==> src/rtl/b64_pkg.sv <==
// Shared types, constants and the character map for the Base64 stream decoder.
package b64_pkg;

    // ASCII codes of the alphabet boundaries
    localparam logic [7:0] CHAR_PLUS  = 8'h2B;
    localparam logic [7:0] CHAR_SLASH = 8'h2F;
    localparam logic [7:0] CHAR_PAD   = 8'h3D;
    localparam logic [7:0] CHAR_UA    = 8'h41;
    localparam logic [7:0] CHAR_UZ    = 8'h5A;
    localparam logic [7:0] CHAR_LA    = 8'h61;
    localparam logic [7:0] CHAR_LZ    = 8'h7A;
    localparam logic [7:0] CHAR_D0    = 8'h30;
    localparam logic [7:0] CHAR_D9    = 8'h39;

    // Sextet offsets of the alphabet sections
    localparam logic [5:0] SEXT_PLUS   = 6'd62;
    localparam logic [5:0] SEXT_SLASH  = 6'd63;
    localparam logic [5:0] SEXT_LOWER  = 6'd26;
    localparam logic [5:0] SEXT_DIGIT  = 6'd52;

    // Results produced by one completed group or one error
    localparam logic [1:0] NRES_ONE   = 2'd1;
    localparam logic [1:0] NRES_TWO   = 2'd2;
    localparam logic [1:0] NRES_THREE = 2'd3;

    // Character class after mapping
    typedef struct packed {
        logic       bad;
        logic       pad;
        logic [5:0] sextet;
    } char_class_t;

    // One unit of work handed from the front to the back
    typedef struct packed {
        logic [7:0] b0;
        logic [7:0] b1;
        logic [7:0] b2;
        logic [1:0] nres;
        logic       err;
        logic       mend;
    } job_t;

    // Map an ASCII code to a sextet, a pad mark or a bad mark
    function automatic char_class_t map_char(input logic [7:0] c);
        char_class_t r;
        r = '{bad: 1'b0, pad: 1'b0, sextet: 6'd0};
        if (c == CHAR_PLUS) begin
            r.sextet = SEXT_PLUS;
        end
        else if (c == CHAR_SLASH) begin
            r.sextet = SEXT_SLASH;
        end
        else if (c >= CHAR_UA && c <= CHAR_UZ) begin
            r.sextet = 6'(c - CHAR_UA);
        end
        else if (c >= CHAR_LA && c <= CHAR_LZ) begin
            r.sextet = 6'(c - CHAR_LA) + SEXT_LOWER;
        end
        else if (c >= CHAR_D0 && c <= CHAR_D9) begin
            r.sextet = 6'(c - CHAR_D0) + SEXT_DIGIT;
        end
        else if (c == CHAR_PAD) begin
            r.pad = 1'b1;
        end
        else begin
            r.bad = 1'b1;
        end
        return r;
    endfunction

endpackage

==> src/rtl/b64_if.sv <==
// Valid/ready channel interfaces for the character input and the byte output.
interface b64_in_if;
    logic       valid;
    logic       ready;
    logic [7:0] in_char;
    logic       last_char;

    modport source (output valid, output in_char, output last_char, input ready);
    modport sink   (input valid, input in_char, input last_char, output ready);
endinterface

interface b64_out_if;
    logic       valid;
    logic       ready;
    logic [7:0] out_byte;
    logic       is_error;
    logic       run_last;
    logic       message_end;

    modport source (output valid, output out_byte, output is_error, output run_last,
                    output message_end, input ready);
    modport sink   (input valid, input out_byte, input is_error, input run_last,
                    input message_end, output ready);
endinterface

==> src/rtl/b64_front.sv <==
// Front end: accepts characters, tracks the group and queues byte or error jobs.
module b64_front
    import b64_pkg::*;
(
    input  logic         clk,
    input  logic         rst_n,
    b64_in_if.sink       in_ch,
    input  logic         q_full,
    output logic         q_push,
    output job_t         q_job
);

    logic [17:0] store_reg, store_next;
    logic [1:0]  pos_reg, pos_next;
    logic        pad_seen_reg, pad_seen_next;
    logic        discard_reg, discard_next;

    char_class_t cls;
    logic        fire;
    logic        last;
    logic        err;
    logic        pos_full;
    logic [5:0]  s0, s1, s2;

    assign in_ch.ready = !q_full;
    assign fire        = in_ch.valid && !q_full;
    assign last        = in_ch.last_char;
    assign cls         = map_char(in_ch.in_char);
    assign pos_full    = (pos_reg == 2'd3);

    assign s0 = store_reg[17:12];
    assign s1 = store_reg[11:6];
    assign s2 = store_reg[5:0];

    // Any malformed-input condition
    assign err = cls.bad
               | (!pos_full && last)
               | (!pos_full && cls.pad && !pos_reg[1])
               | (pos_full && !cls.pad && pad_seen_reg)
               | (pos_full && cls.pad && !last);

    // Group state update and job build
    always_comb
    begin
        store_next    = store_reg;
        pos_next      = pos_reg;
        pad_seen_next = pad_seen_reg;
        discard_next  = discard_reg;
        q_push        = 1'b0;
        q_job         = '{b0: 8'd0, b1: 8'd0, b2: 8'd0, nres: NRES_ONE, err: 1'b0,
                          mend: 1'b1};
        if (fire)
        begin
            if (discard_reg)
            begin
                if (last)
                begin
                    discard_next  = 1'b0;
                    store_next    = '0;
                    pos_next      = '0;
                    pad_seen_next = 1'b0;
                end
            end
            else if (err)
            begin
                store_next    = '0;
                pos_next      = '0;
                pad_seen_next = 1'b0;
                discard_next  = !last;
                q_push        = 1'b1;
                q_job.err     = 1'b1;
            end
            else if (!pos_full)
            begin
                if (cls.pad)
                begin
                    pad_seen_next = 1'b1;
                    store_next    = {store_reg[11:0], 6'd0};
                end
                else
                begin
                    store_next = {store_reg[11:0], cls.sextet};
                end
                pos_next = pos_reg + 2'd1;
            end
            else
            begin
                // fourth character closes the group
                store_next    = '0;
                pos_next      = '0;
                pad_seen_next = 1'b0;
                q_push        = 1'b1;
                q_job.b0      = {s0, s1[5:4]};
                q_job.b1      = {s1[3:0], s2[5:2]};
                q_job.b2      = {s2[1:0], cls.sextet};
                if (cls.pad)
                begin
                    q_job.nres = pad_seen_reg ? NRES_ONE : NRES_TWO;
                    q_job.mend = 1'b1;
                end
                else
                begin
                    q_job.nres = NRES_THREE;
                    q_job.mend = last;
                end
            end
        end
    end

    always_ff @(posedge clk or negedge rst_n)
    begin
        if (!rst_n)
        begin
            store_reg    <= '0;
            pos_reg      <= '0;
            pad_seen_reg <= 1'b0;
            discard_reg  <= 1'b0;
        end
        else
        begin
            store_reg    <= store_next;
            pos_reg      <= pos_next;
            pad_seen_reg <= pad_seen_next;
            discard_reg  <= discard_next;
        end
    end

endmodule

==> src/rtl/b64_queue.sv <==
// Small job queue between the front and the back.
module b64_queue
    import b64_pkg::*;
#(
    parameter int DEPTH = 4
)
(
    input  logic clk,
    input  logic rst_n,
    input  logic push,
    input  job_t push_job,
    input  logic pop,
    output job_t head,
    output logic full,
    output logic empty
);

    localparam int AW = (DEPTH > 1) ? $clog2(DEPTH) : 1;
    localparam int CW = $clog2(DEPTH + 1);

    job_t          mem_reg [DEPTH];
    logic [AW-1:0] wr_ptr_reg, wr_ptr_next;
    logic [AW-1:0] rd_ptr_reg, rd_ptr_next;
    logic [CW-1:0] count_reg, count_next;

    assign full  = (count_reg == CW'(DEPTH));
    assign empty = (count_reg == '0);
    assign head  = mem_reg[rd_ptr_reg];

    // Pointer and fill count update
    always_comb
    begin
        wr_ptr_next = wr_ptr_reg;
        rd_ptr_next = rd_ptr_reg;
        if (push)
        begin
            wr_ptr_next = (wr_ptr_reg == AW'(DEPTH - 1)) ? '0 : wr_ptr_reg + AW'(1);
        end
        if (pop)
        begin
            rd_ptr_next = (rd_ptr_reg == AW'(DEPTH - 1)) ? '0 : rd_ptr_reg + AW'(1);
        end
        count_next = count_reg + CW'(push) - CW'(pop);
    end

    always_ff @(posedge clk or negedge rst_n)
    begin
        if (!rst_n)
        begin
            wr_ptr_reg <= '0;
            rd_ptr_reg <= '0;
            count_reg  <= '0;
        end
        else
        begin
            wr_ptr_reg <= wr_ptr_next;
            rd_ptr_reg <= rd_ptr_next;
            count_reg  <= count_next;
        end
    end

    // Storage write
    always_ff @(posedge clk)
    begin
        if (push)
        begin
            mem_reg[wr_ptr_reg] <= push_job;
        end
    end

endmodule

==> src/rtl/b64_back.sv <==
// Back end: unpacks queued jobs into one result transaction per cycle while the output accepts them.
module b64_back
    import b64_pkg::*;
(
    input  logic      clk,
    input  logic      rst_n,
    input  job_t      head,
    input  logic      q_empty,
    output logic      q_pop,
    b64_out_if.source out_ch
);

    logic [1:0] idx_reg, idx_next;
    logic       valid_reg, valid_next;
    logic [7:0] byte_reg;
    logic       err_reg;
    logic       rlast_reg;
    logic       mend_reg;

    logic       load;
    logic       final_res;
    logic [7:0] sel_byte;

    assign load      = !q_empty && (!valid_reg || out_ch.ready);
    assign final_res = (idx_reg == head.nres - 2'd1);
    assign q_pop     = load && final_res;

    // Byte select by result index
    always_comb
    begin
        case (idx_reg)
            2'd0:    sel_byte = head.b0;
            2'd1:    sel_byte = head.b1;
            2'd2:    sel_byte = head.b2;
            default: sel_byte = 8'd0;
        endcase
    end

    // Index and output valid update
    always_comb
    begin
        idx_next   = idx_reg;
        valid_next = valid_reg;
        if (load)
        begin
            valid_next = 1'b1;
            idx_next   = final_res ? 2'd0 : idx_reg + 2'd1;
        end
        else if (out_ch.ready)
        begin
            valid_next = 1'b0;
        end
    end

    always_ff @(posedge clk or negedge rst_n)
    begin
        if (!rst_n)
        begin
            idx_reg   <= '0;
            valid_reg <= 1'b0;
        end
        else
        begin
            idx_reg   <= idx_next;
            valid_reg <= valid_next;
        end
    end

    // Output payload register
    always_ff @(posedge clk)
    begin
        if (load)
        begin
            byte_reg  <= head.err ? 8'd0 : sel_byte;
            err_reg   <= head.err;
            rlast_reg <= final_res;
            mend_reg  <= final_res && head.mend;
        end
    end

    assign out_ch.valid       = valid_reg;
    assign out_ch.out_byte    = byte_reg;
    assign out_ch.is_error    = err_reg;
    assign out_ch.run_last    = rlast_reg;
    assign out_ch.message_end = mend_reg;

endmodule

==> src/rtl/base64_stream_decoder.sv <==
// Top level of the streaming Base64 decoder.
//
//  channel     dir   handshake     payload
//  in_stream   in    valid/ready   in_char[7:0], last_char
//  out_stream  out   valid/ready   out_byte[7:0], is_error, run_last, message_end
//
// One character is taken per cycle while the job queue has room.
// Results pass the job queue, then the output register; one byte a cycle while ready.
// Queue of QUEUE_DEPTH jobs decouples input stalls from output stalls.
// Reset is asynchronous and clears group state, queue pointers and output valid.
module base64_stream_decoder
    import b64_pkg::*;
#(
    parameter int QUEUE_DEPTH = 4
)
(
    input  logic      clk,
    input  logic      rst_n,
    b64_in_if.sink    in_stream,
    b64_out_if.source out_stream
);

    logic q_push;
    logic q_pop;
    logic q_full;
    logic q_empty;
    job_t push_job;
    job_t head_job;

    b64_front u_front
    (
        .clk    (clk),
        .rst_n  (rst_n),
        .in_ch  (in_stream),
        .q_full (q_full),
        .q_push (q_push),
        .q_job  (push_job)
    );

    b64_queue #(
        .DEPTH (QUEUE_DEPTH)
    ) u_queue
    (
        .clk      (clk),
        .rst_n    (rst_n),
        .push     (q_push),
        .push_job (push_job),
        .pop      (q_pop),
        .head     (head_job),
        .full     (q_full),
        .empty    (q_empty)
    );

    b64_back u_back
    (
        .clk     (clk),
        .rst_n   (rst_n),
        .head    (head_job),
        .q_empty (q_empty),
        .q_pop   (q_pop),
        .out_ch  (out_stream)
    );

endmodule

==> src/flat_wrapper.sv <==
// flat-port wrapper written by rule: the top's interface ports become plain ports
module base64_stream_decoder_flat import b64_pkg::*;
#(
    parameter int QUEUE_DEPTH = 4
)
  (clk, rst_n, in_stream_valid, in_stream_in_char, in_stream_last_char, in_stream_ready, out_stream_valid, out_stream_out_byte, out_stream_is_error, out_stream_run_last, out_stream_message_end, out_stream_ready);
  b64_in_if in_stream_i ();
  b64_out_if out_stream_i ();
  input  logic clk;
  input  logic rst_n;
  input wire logic [$bits(in_stream_i.valid)-1:0] in_stream_valid;
  input wire logic [$bits(in_stream_i.in_char)-1:0] in_stream_in_char;
  input wire logic [$bits(in_stream_i.last_char)-1:0] in_stream_last_char;
  output wire logic [$bits(in_stream_i.ready)-1:0] in_stream_ready;
  output wire logic [$bits(out_stream_i.valid)-1:0] out_stream_valid;
  output wire logic [$bits(out_stream_i.out_byte)-1:0] out_stream_out_byte;
  output wire logic [$bits(out_stream_i.is_error)-1:0] out_stream_is_error;
  output wire logic [$bits(out_stream_i.run_last)-1:0] out_stream_run_last;
  output wire logic [$bits(out_stream_i.message_end)-1:0] out_stream_message_end;
  input wire logic [$bits(out_stream_i.ready)-1:0] out_stream_ready;
  assign in_stream_i.valid = in_stream_valid;
  assign in_stream_i.in_char = in_stream_in_char;
  assign in_stream_i.last_char = in_stream_last_char;
  assign in_stream_ready = in_stream_i.ready;
  assign out_stream_valid = out_stream_i.valid;
  assign out_stream_out_byte = out_stream_i.out_byte;
  assign out_stream_is_error = out_stream_i.is_error;
  assign out_stream_run_last = out_stream_i.run_last;
  assign out_stream_message_end = out_stream_i.message_end;
  assign out_stream_i.ready = out_stream_ready;
  base64_stream_decoder #(.QUEUE_DEPTH(QUEUE_DEPTH)) u_core (.clk(clk), .rst_n(rst_n), .in_stream(in_stream_i), .out_stream(out_stream_i));
endmodule
==> config.mk <==
export PLATFORM = sky130hd
export DESIGN_NAME = base64_stream_decoder_flat
export DESIGN_NICKNAME = d
export VERILOG_FILES = /design/src/rtl/b64_pkg.sv /design/src/rtl/b64_if.sv /design/src/rtl/b64_front.sv /design/src/rtl/b64_queue.sv /design/src/rtl/b64_back.sv /design/src/rtl/base64_stream_decoder.sv /design/src/flat_wrapper.sv
export SDC_FILE = /design/constraint.sdc
export NUM_CORES = 1
export LEC_CHECK = 0
export BUFFER_PORTS_ARGS = -buffer_cell sky130_fd_sc_hd__clkbuf_2
export CORE_AREA = 2 2 127 129
export DETAILED_ROUTE_END_ITERATION = 8
export DIE_AREA = 0 0 129 131
export PLACE_DENSITY_LB_ADDON = 0.3
export SETUP_SLACK_MARGIN = 0.4
export SYNTH_ARGS = -nofsm -noshare
export SYNTH_HDL_FRONTEND = slang
export SYNTH_SLANG_ARGS = --single-unit
==> constraint.sdc <==
create_clock -name clk -period 4.8 [get_ports clk]
set_input_delay 0.72 -clock clk [delete_from_list [all_inputs] [get_ports clk]]
set_output_delay 0.72 -clock clk [all_outputs]
set_load 0.01 [all_outputs]
==> reports/results.md, run 1 <==
| Result | Value |
| --- | --- |
| Clock tree from TritonCTS | yes |
| Clock buffers created by TritonCTS | 17 |
| Pin count of the biggest net entering global routing | 33 |
| Cell types with the highest counts after synthesis | 123 x sky130_fd_sc_hd__edfxtp_1, 32 x sky130_fd_sc_hd__dfrtp_1, 29 x sky130_fd_sc_hd__and2_1 |
| Post-Syn Nets | 464 |
| Number of optimization iterations in the first detailed-route pass | 5 |
| Total Negative Setup Slacks | 0 ns |
| Critical path, cell by cell | clkbuf_2 > inv_1 > ha_1 > a21o_1 > o311ai_1 > nand3_1 > o211ai_4 > a21boi_1 > inv_1 > ha_1 > inv_1 > ha_1 > inv_1 > fa_1 > xnor2_1 > xnor2_1 |
| Final worst-path cycle share | 0.746 |
| Top cell by count, worst path | sky130_fd_sc_hd__inv_1 |
| Kind of capture point of the worst setup path | flip-flop |
| Number of remaining DRC errors | 0 |
| Endpoint arrival time on the critical path | 3.88 ns |
| Post-synth top flop | sky130_fd_sc_hd__edfxtp_1 |
| Number of H-tree branching levels | 4 |
| Via count | 3707 |
| Antenna-violating nets left | 0 |
| Yosys top cell by area | sky130_fd_sc_hd__edfxtp_1 |
| DP Wirelength | 8240 um |
| Die H | 131 um |
| Top-count cell post-synth | sky130_fd_sc_hd__edfxtp_1 |
| CORE AREA | 15600 um2 |
| Filler Cell Count | 1303 |
| Top area cells in the synthesized netlist | sky130_fd_sc_hd__edfxtp_1 54%, sky130_fd_sc_hd__dfrtp_1 12%, sky130_fd_sc_hd__mux4_2 9.3% |
| Width of the die | 129 um |
| Max-capacitance violation count | 0 |
| Tightest Hold Check Type | input port to asynchronous set/reset pin |
| Multi-input gate area | 2140 um2 |
| Effective utilization at floorplan | 0.437 |
| Fraction of the core area covered by cells at the end of the flow | 0.498 |
| Slew @ Worst Pin | 0.923 ns |
| Overall routing resource usage | 0.173 |
| Total clock sinks | 155 |
| R2r startpoint | u_core.u_queue.rd_ptr_reg[0] |
| Total power per unit cell area | 528 nW/um2 |
| Kind of start point of the critical path | input port |
| Synth top area share | 0.542 |
| Synthesized instance count | 429 |
| Via count of the first global-routing pass | 3860 |
| Final net count | 496 |
| Cell area after technology mapping | 6820 um2 |
| Sequential share of the synthesized area | 0.659 |
| Crit path max fanout | 9 |
| Count of flip-flops with a built-in enable after synthesis | 123 |
| Critical path start-end classification | input port to flip-flop |
| Initial antenna violation count | 0 |
| Count of input and output buffers | 25 |
| Required time of the worst setup path | 5.10 ns |
| Global-route wire length before repair | 21300 um |
| Register-to-register path setup slack | 1.54 ns |
| Depth of the most critical reg-to-reg path | 12 |
| CTS Hold Bufs | 0 |
| Top-Level Pins | 26 |
| FF+latch area | 4500 um2 |
| Count of yosys warnings during synthesis | 0 |
| Routed wirelength normalized by instance count | 19.1 um |
| Buffer and inverter count on the worst path | 5 |
| Flip-flop count of the largest register after layout | 112 |
| Setup-violating endpoint count in the final report | 0 |
| Library cells used by synthesis | 59 |
| Layout Skew | 0.00873 ns |
| Area Growth Syn to Fin | 14.0% |
| Normalized max-slew margin | 0.385 |
| Number of diodes | 0 |
| Result of the run | completed |
| Full die area | 16900 um2 |
| Number of pins exceeding their max-slew limit in the final report | 0 |
| Async set-or-reset flop fraction in the synthesized netlist | 0.206 |
| Delay-heaviest family, CP | adder cells |
| Timing-limited maximum frequency | 279 MHz |
| Post-cts sizing count | 0 |
| Clock-pin slew reported for the worst setup and hold paths after clock tree synthesis | 0.06 ns |
| Slowest Stage Delay on Critical Path | 0.41 ns |
| Core Rows | 46 |
| GRT Residual Overflow | 0 |
| Final Hold Vio Count | 0 |
| DR iter-0 viols | 276 |
| Global placement routability congestion | 0.847 |
| Peak ir drop on the vdd network | 0.000282 V |
| Max Root-Sink Buffers | 2 |
| Post-CTS setup buffer count | 0 |
| Clock insertion delay at the later pin of the skew report | 0.42 ns |
| Share of layout cells above drive strength 1 | 0.211 |
| Buffer cell driving the clock tree root | sky130_fd_sc_hd__clkbuf_16 |
| Worst setup slack after placement | 0.761 ns |
| Average via count per standard cell | 5.37 |
| Leakage component of the power | 2.93 nW |
| Setup slack of the critical path after layout | 1.22 ns |
| Flip-flop and latch count after synthesis | 155 |
| Fin crit period | 3.58 ns |
| Capturing point of the worst reg2reg path | u_core.u_queue.count_reg[2] |
| Syn_area_per_cell | 15.9 um2 |
| Setup repair after global routing missed its margin | false |
| Crit path max-delay cell type | sky130_fd_sc_hd__a21boi_1 |
| Post-Route WL | 13200 um |
-- per-layer routing --
metal	share of wire	track usage	routed length, um
met1	0.46	0.226	6000
met2	0.50	0.280	6530
met3	0.034	0.0403	448
met4	0.015	0.0735	198
met5	0	0	0
-- worst max path at each step --
stage | startpoint | slack, ns | to | depth (start not counted)
after global routing | in_stream_in_char[1] | 0.99 | u_core.u_queue.count_reg[2] | 16
after floorplan | in_stream_in_char[1] | 1.35 | u_core.u_queue.count_reg[2] | 15
after global placement | in_stream_in_char[1] | 0.91 | u_core.u_queue.count_reg[2] | 16
after detailed placement | in_stream_in_char[1] | 0.76 | u_core.u_queue.count_reg[2] | 16
final | in_stream_in_char[2] | 1.22 | u_core.u_queue.count_reg[2] | 16
after CTS | in_stream_in_char[1] | 1.20 | u_core.u_queue.count_reg[2] | 16
-- metrics by stage --
stage	power [W]	instances	cell area (um2)	hold WS [ns]
finish	0.00410	690	7770	0.435
global route	0.00432	690	7770	0.488
CTS	0.00416	690	7770	0.458
detailed placement	0.00280	658	7170	0.481
global placement	0.00278	658	7170	0.469
floorplan	0.00248	429	6820	0.424
-- cell families after synthesis --
family,count (synthesis),share of synthesized area
adders and majority gates,22,0.0415
and+or+nand+nor,95,0.0764
buffers and inverters,40,0.0261
DFF,155,0.659
muxes,33,0.101
xor gates and xnor gates,6,0.00881
AOI/OAI and AO/OA,78,0.0874
-- layout make-up --
type,instances,share of cell area
flip-flops and latches,155,0.578
multi-input cells,234,0.276
clock buffers,22,0.0584
well taps,216,0.0348
repair buffers,33,0.0238
clock inverters,10,0.0188
inverters,20,0.00966
-- cell usage in the layout (no fill, tap or decap), drive strengths merged, types with 15 or more instances in the layout --
master / n
a21oi: 16
a22o: 15
and2: 29
clkbuf: 47
dfrtp: 32
edfxtp: 123
ha: 21
inv: 20
mux4: 28
nand2: 22
-- power breakdown --
group | switching (W) | total (W) | internal, W
clock | 0.000483 | 0.00136 | 0.000875
sequential | 0.000116 | 0.00176 | 0.00165
combinational | 0.000536 | 0.000980 | 0.000444
total | 0.00114 | 0.00410 | 0.00297
Power figures use the tool's default switching activity.
==> run 2, diff against run 1 <==
clock period = 3 ns   (was 4.8 ns; I/O delays follow)
==> run 2 against run 1 <==
Effect of this change:
- sequential cell count unchanged
- utilization up 2.3 points
- total power up 62%
- cell area up 4.6%
- register-to-register slack lost 1.3 ns
- worst setup slack got worse by 0.98 ns
- clock skew rose by 0.00082 ns
- largest cell class unchanged
- largest power group unchanged
- highest routed layer unchanged
==> reports/results.md, run 2 (synthesis results as in run 1) <==
| Result | Value |
| --- | --- |
| Clock tree from TritonCTS | yes |
| Normalized max-slew margin | 0.427 |
| Fin crit period | 2.76 ns |
| Result of the run | completed |
| Routed wirelength normalized by instance count | 18.6 um |
| Number of optimization iterations in the first detailed-route pass | 4 |
| Final worst-path cycle share | 0.920 |
| Crit path max-delay cell type | sky130_fd_sc_hd__mux4_2 |
| Die H | 131 um |
| Number of remaining DRC errors | 0 |
| Kind of start point of the critical path | flip-flop |
| Global-route wire length before repair | 21500 um |
| Core Rows | 46 |
| Max Root-Sink Buffers | 2 |
| Setup-violating endpoint count in the final report | 0 |
| Critical path, cell by cell | mux4_2 > xnor2_2 > buf_4 > a22oi_2 > nor2b_2 > ha_1 > inv_1 > ha_1 > inv_1 > fa_2 > xnor2_2 > xnor2_1 |
| Total power per unit cell area | 819 nW/um2 |
| DR iter-0 viols | 249 |
| CORE AREA | 15600 um2 |
| Slew @ Worst Pin | 0.859 ns |
| Average via count per standard cell | 5.28 |
| CTS Hold Bufs | 0 |
| Endpoint arrival time on the critical path | 3.06 ns |
| Width of the die | 129 um |
| Total clock sinks | 155 |
| Share of layout cells above drive strength 1 | 0.298 |
| Number of diodes | 0 |
| Overall power consumption | 0.00666 W |
| Post-Route WL | 13400 um |
| Placed cell count | 685 |
| Max-capacitance violation count | 0 |
| Filler Cell Count | 1274 |
| Leakage component of the power | 3.11 nW |
| Layout Skew | 0.00955 ns |
| Overall routing resource usage | 0.172 |
| Most frequent cells in the layout | 123 x sky130_fd_sc_hd__edfxtp_1, 32 x sky130_fd_sc_hd__buf_4, 31 x sky130_fd_sc_hd__dfrtp_1, 28 x sky130_fd_sc_hd__mux4_2 |
| Initial antenna violation count | 0 |
| Commonest non-fill, non-tap cell in the layout | sky130_fd_sc_hd__edfxtp_1 |
| Area after DPL | 7500 um2 |
| Area Growth Syn to Fin | 19.2% |
| Count of input and output buffers | 25 |
| Via count | 3799 |
| Antenna-violating nets left | 0 |
| Timing-limited maximum frequency | 363 MHz |
| Full die area | 16900 um2 |
| Clock-pin slew reported for the worst setup and hold paths after clock tree synthesis | 0.06 ns |
| Effective utilization at floorplan | 0.437 |
| Number of pins exceeding their max-slew limit in the final report | 0 |
| Kind of capture point of the worst setup path | flip-flop |
| Via count of the first global-routing pass | 3985 |
| Tightest Hold Check Type | input port to asynchronous set/reset pin |
| Setup repair after global routing missed its margin | true |
| Crit path max fanout | 2 |
| Pin count of the biggest net entering global routing | 33 |
| Number of H-tree branching levels | 4 |
| Required time of the worst setup path | 3.30 ns |
| Critical path start-end classification | flip-flop to flip-flop |
| GRT Residual Overflow | 0 |
| Final design area excluding fillers | 8130 um2 |
| DP Wirelength | 8700 um |
| Slowest Stage Delay on Critical Path | 0.53 ns |
| Delay-heaviest family, CP | adder cells |
| Clock buffers created by TritonCTS | 17 |
| Peak ir drop on the vdd network | 0.000435 V |
| Buffer and inverter count on the worst path | 3 |
| Top-Level Pins | 26 |
| Final net count | 526 |
| Buffer cell driving the clock tree root | sky130_fd_sc_hd__clkbuf_16 |
| Global placement routability congestion | 0.834 |
| Flip-flop count of the largest register after layout | 112 |
| Final Hold Vio Count | 0 |
| Number of standard cells in the layout, taps in and fillers out | 720 |
| Clock insertion delay at the later pin of the skew report | 0.42 ns |
[run 2: cell types whose count changed in the layout (fill, tap and decap cells not counted), sizes merged]
cell	delta
buf	+30
bufinv	-3
clkbuf	-2
clkinvlp	+2
inv	+3
[run 2: area by class of cell]
| type | count | area [um2] | area share |
|---|---|---|---|
| tap | 216 | 270 | 0.0333 |
| clock inverter | 12 | 109 | 0.0134 |
| clock buffer | 20 | 489 | 0.0602 |
| multi-input combinational | 234 | 2200 | 0.271 |
| sequential | 155 | 4500 | 0.553 |
| inverter | 20 | 75.1 | 0.00924 |
| timing repair buffer | 63 | 485 | 0.0597 |
[run 2: worst paths after layout]
kind	startpoint	endpoint	slack, ns	depth (start not counted)
setup / recovery	u_core.u_queue.rd_ptr_reg[0]	u_core.u_queue.count_reg[2]	0.24	12
hold / removal	rst_n	u_core.u_back.out_ch.valid	0.13	1
setup reg to reg	u_core.u_queue.rd_ptr_reg[0]	u_core.u_queue.count_reg[2]	0.24	12
hold reg to reg	u_core.u_front.store_reg[17]	u_core.u_front.store_reg[17]	0.50	1
max in group asynchronous	rst_n	u_core.u_queue.rd_ptr_reg[0]	2.28	1
min in group clk	out_stream_ready	u_core.u_back.out_ch.valid	0.28	4
[run 2: timing repair]
item | 4_1_cts | 5_1_grt
gates resized for setup | 2 | 0
pin swaps | 2 | 2
setup endpoints to repair | 2 | 2
setup buffers | 3 | 0
[run 2: report_power, final]
group          internal [W]  total, W  switching (W)
clock               0.00127   0.00210       0.000833
sequential          0.00263   0.00276       0.000126
combinational      0.000845   0.00180       0.000956
[run 2: worst register-to-register path, delay by kind of cell, from the launching register on]
kind	cells	cell delay [ns]
adder cells (fa/ha/maj)	3	0.79
multiplexers	1	0.53
XOR/XNOR	3	0.43
flip-flops	1	0.37
buffers and inverters	3	0.25
AO/OA/AOI/OAI	1	0.17
AND/OR/NAND/NOR	1	0.09
[run 2: per-stage QoR]
step                utilization  hold WS (ns)  setup WS [ns]  TNS (ns)
floorplan                     -         0.154         0.0717         0
global placement          0.481         0.468         0.0324         0
detailed placement        0.481         0.484        -0.0134   -0.0134
CTS                       0.521         0.161          0.221         0
global route              0.521         0.199          0.138         0
finish                    0.521         0.134          0.241         0
[run 2: per-layer routing]
metal  part of all wire  wire (um)  GRT usage
met4              0.011        154     0.0582
met2               0.50       6740      0.287
met5                  0          0          0
met3              0.025        337     0.0371
met1               0.46       6190      0.227
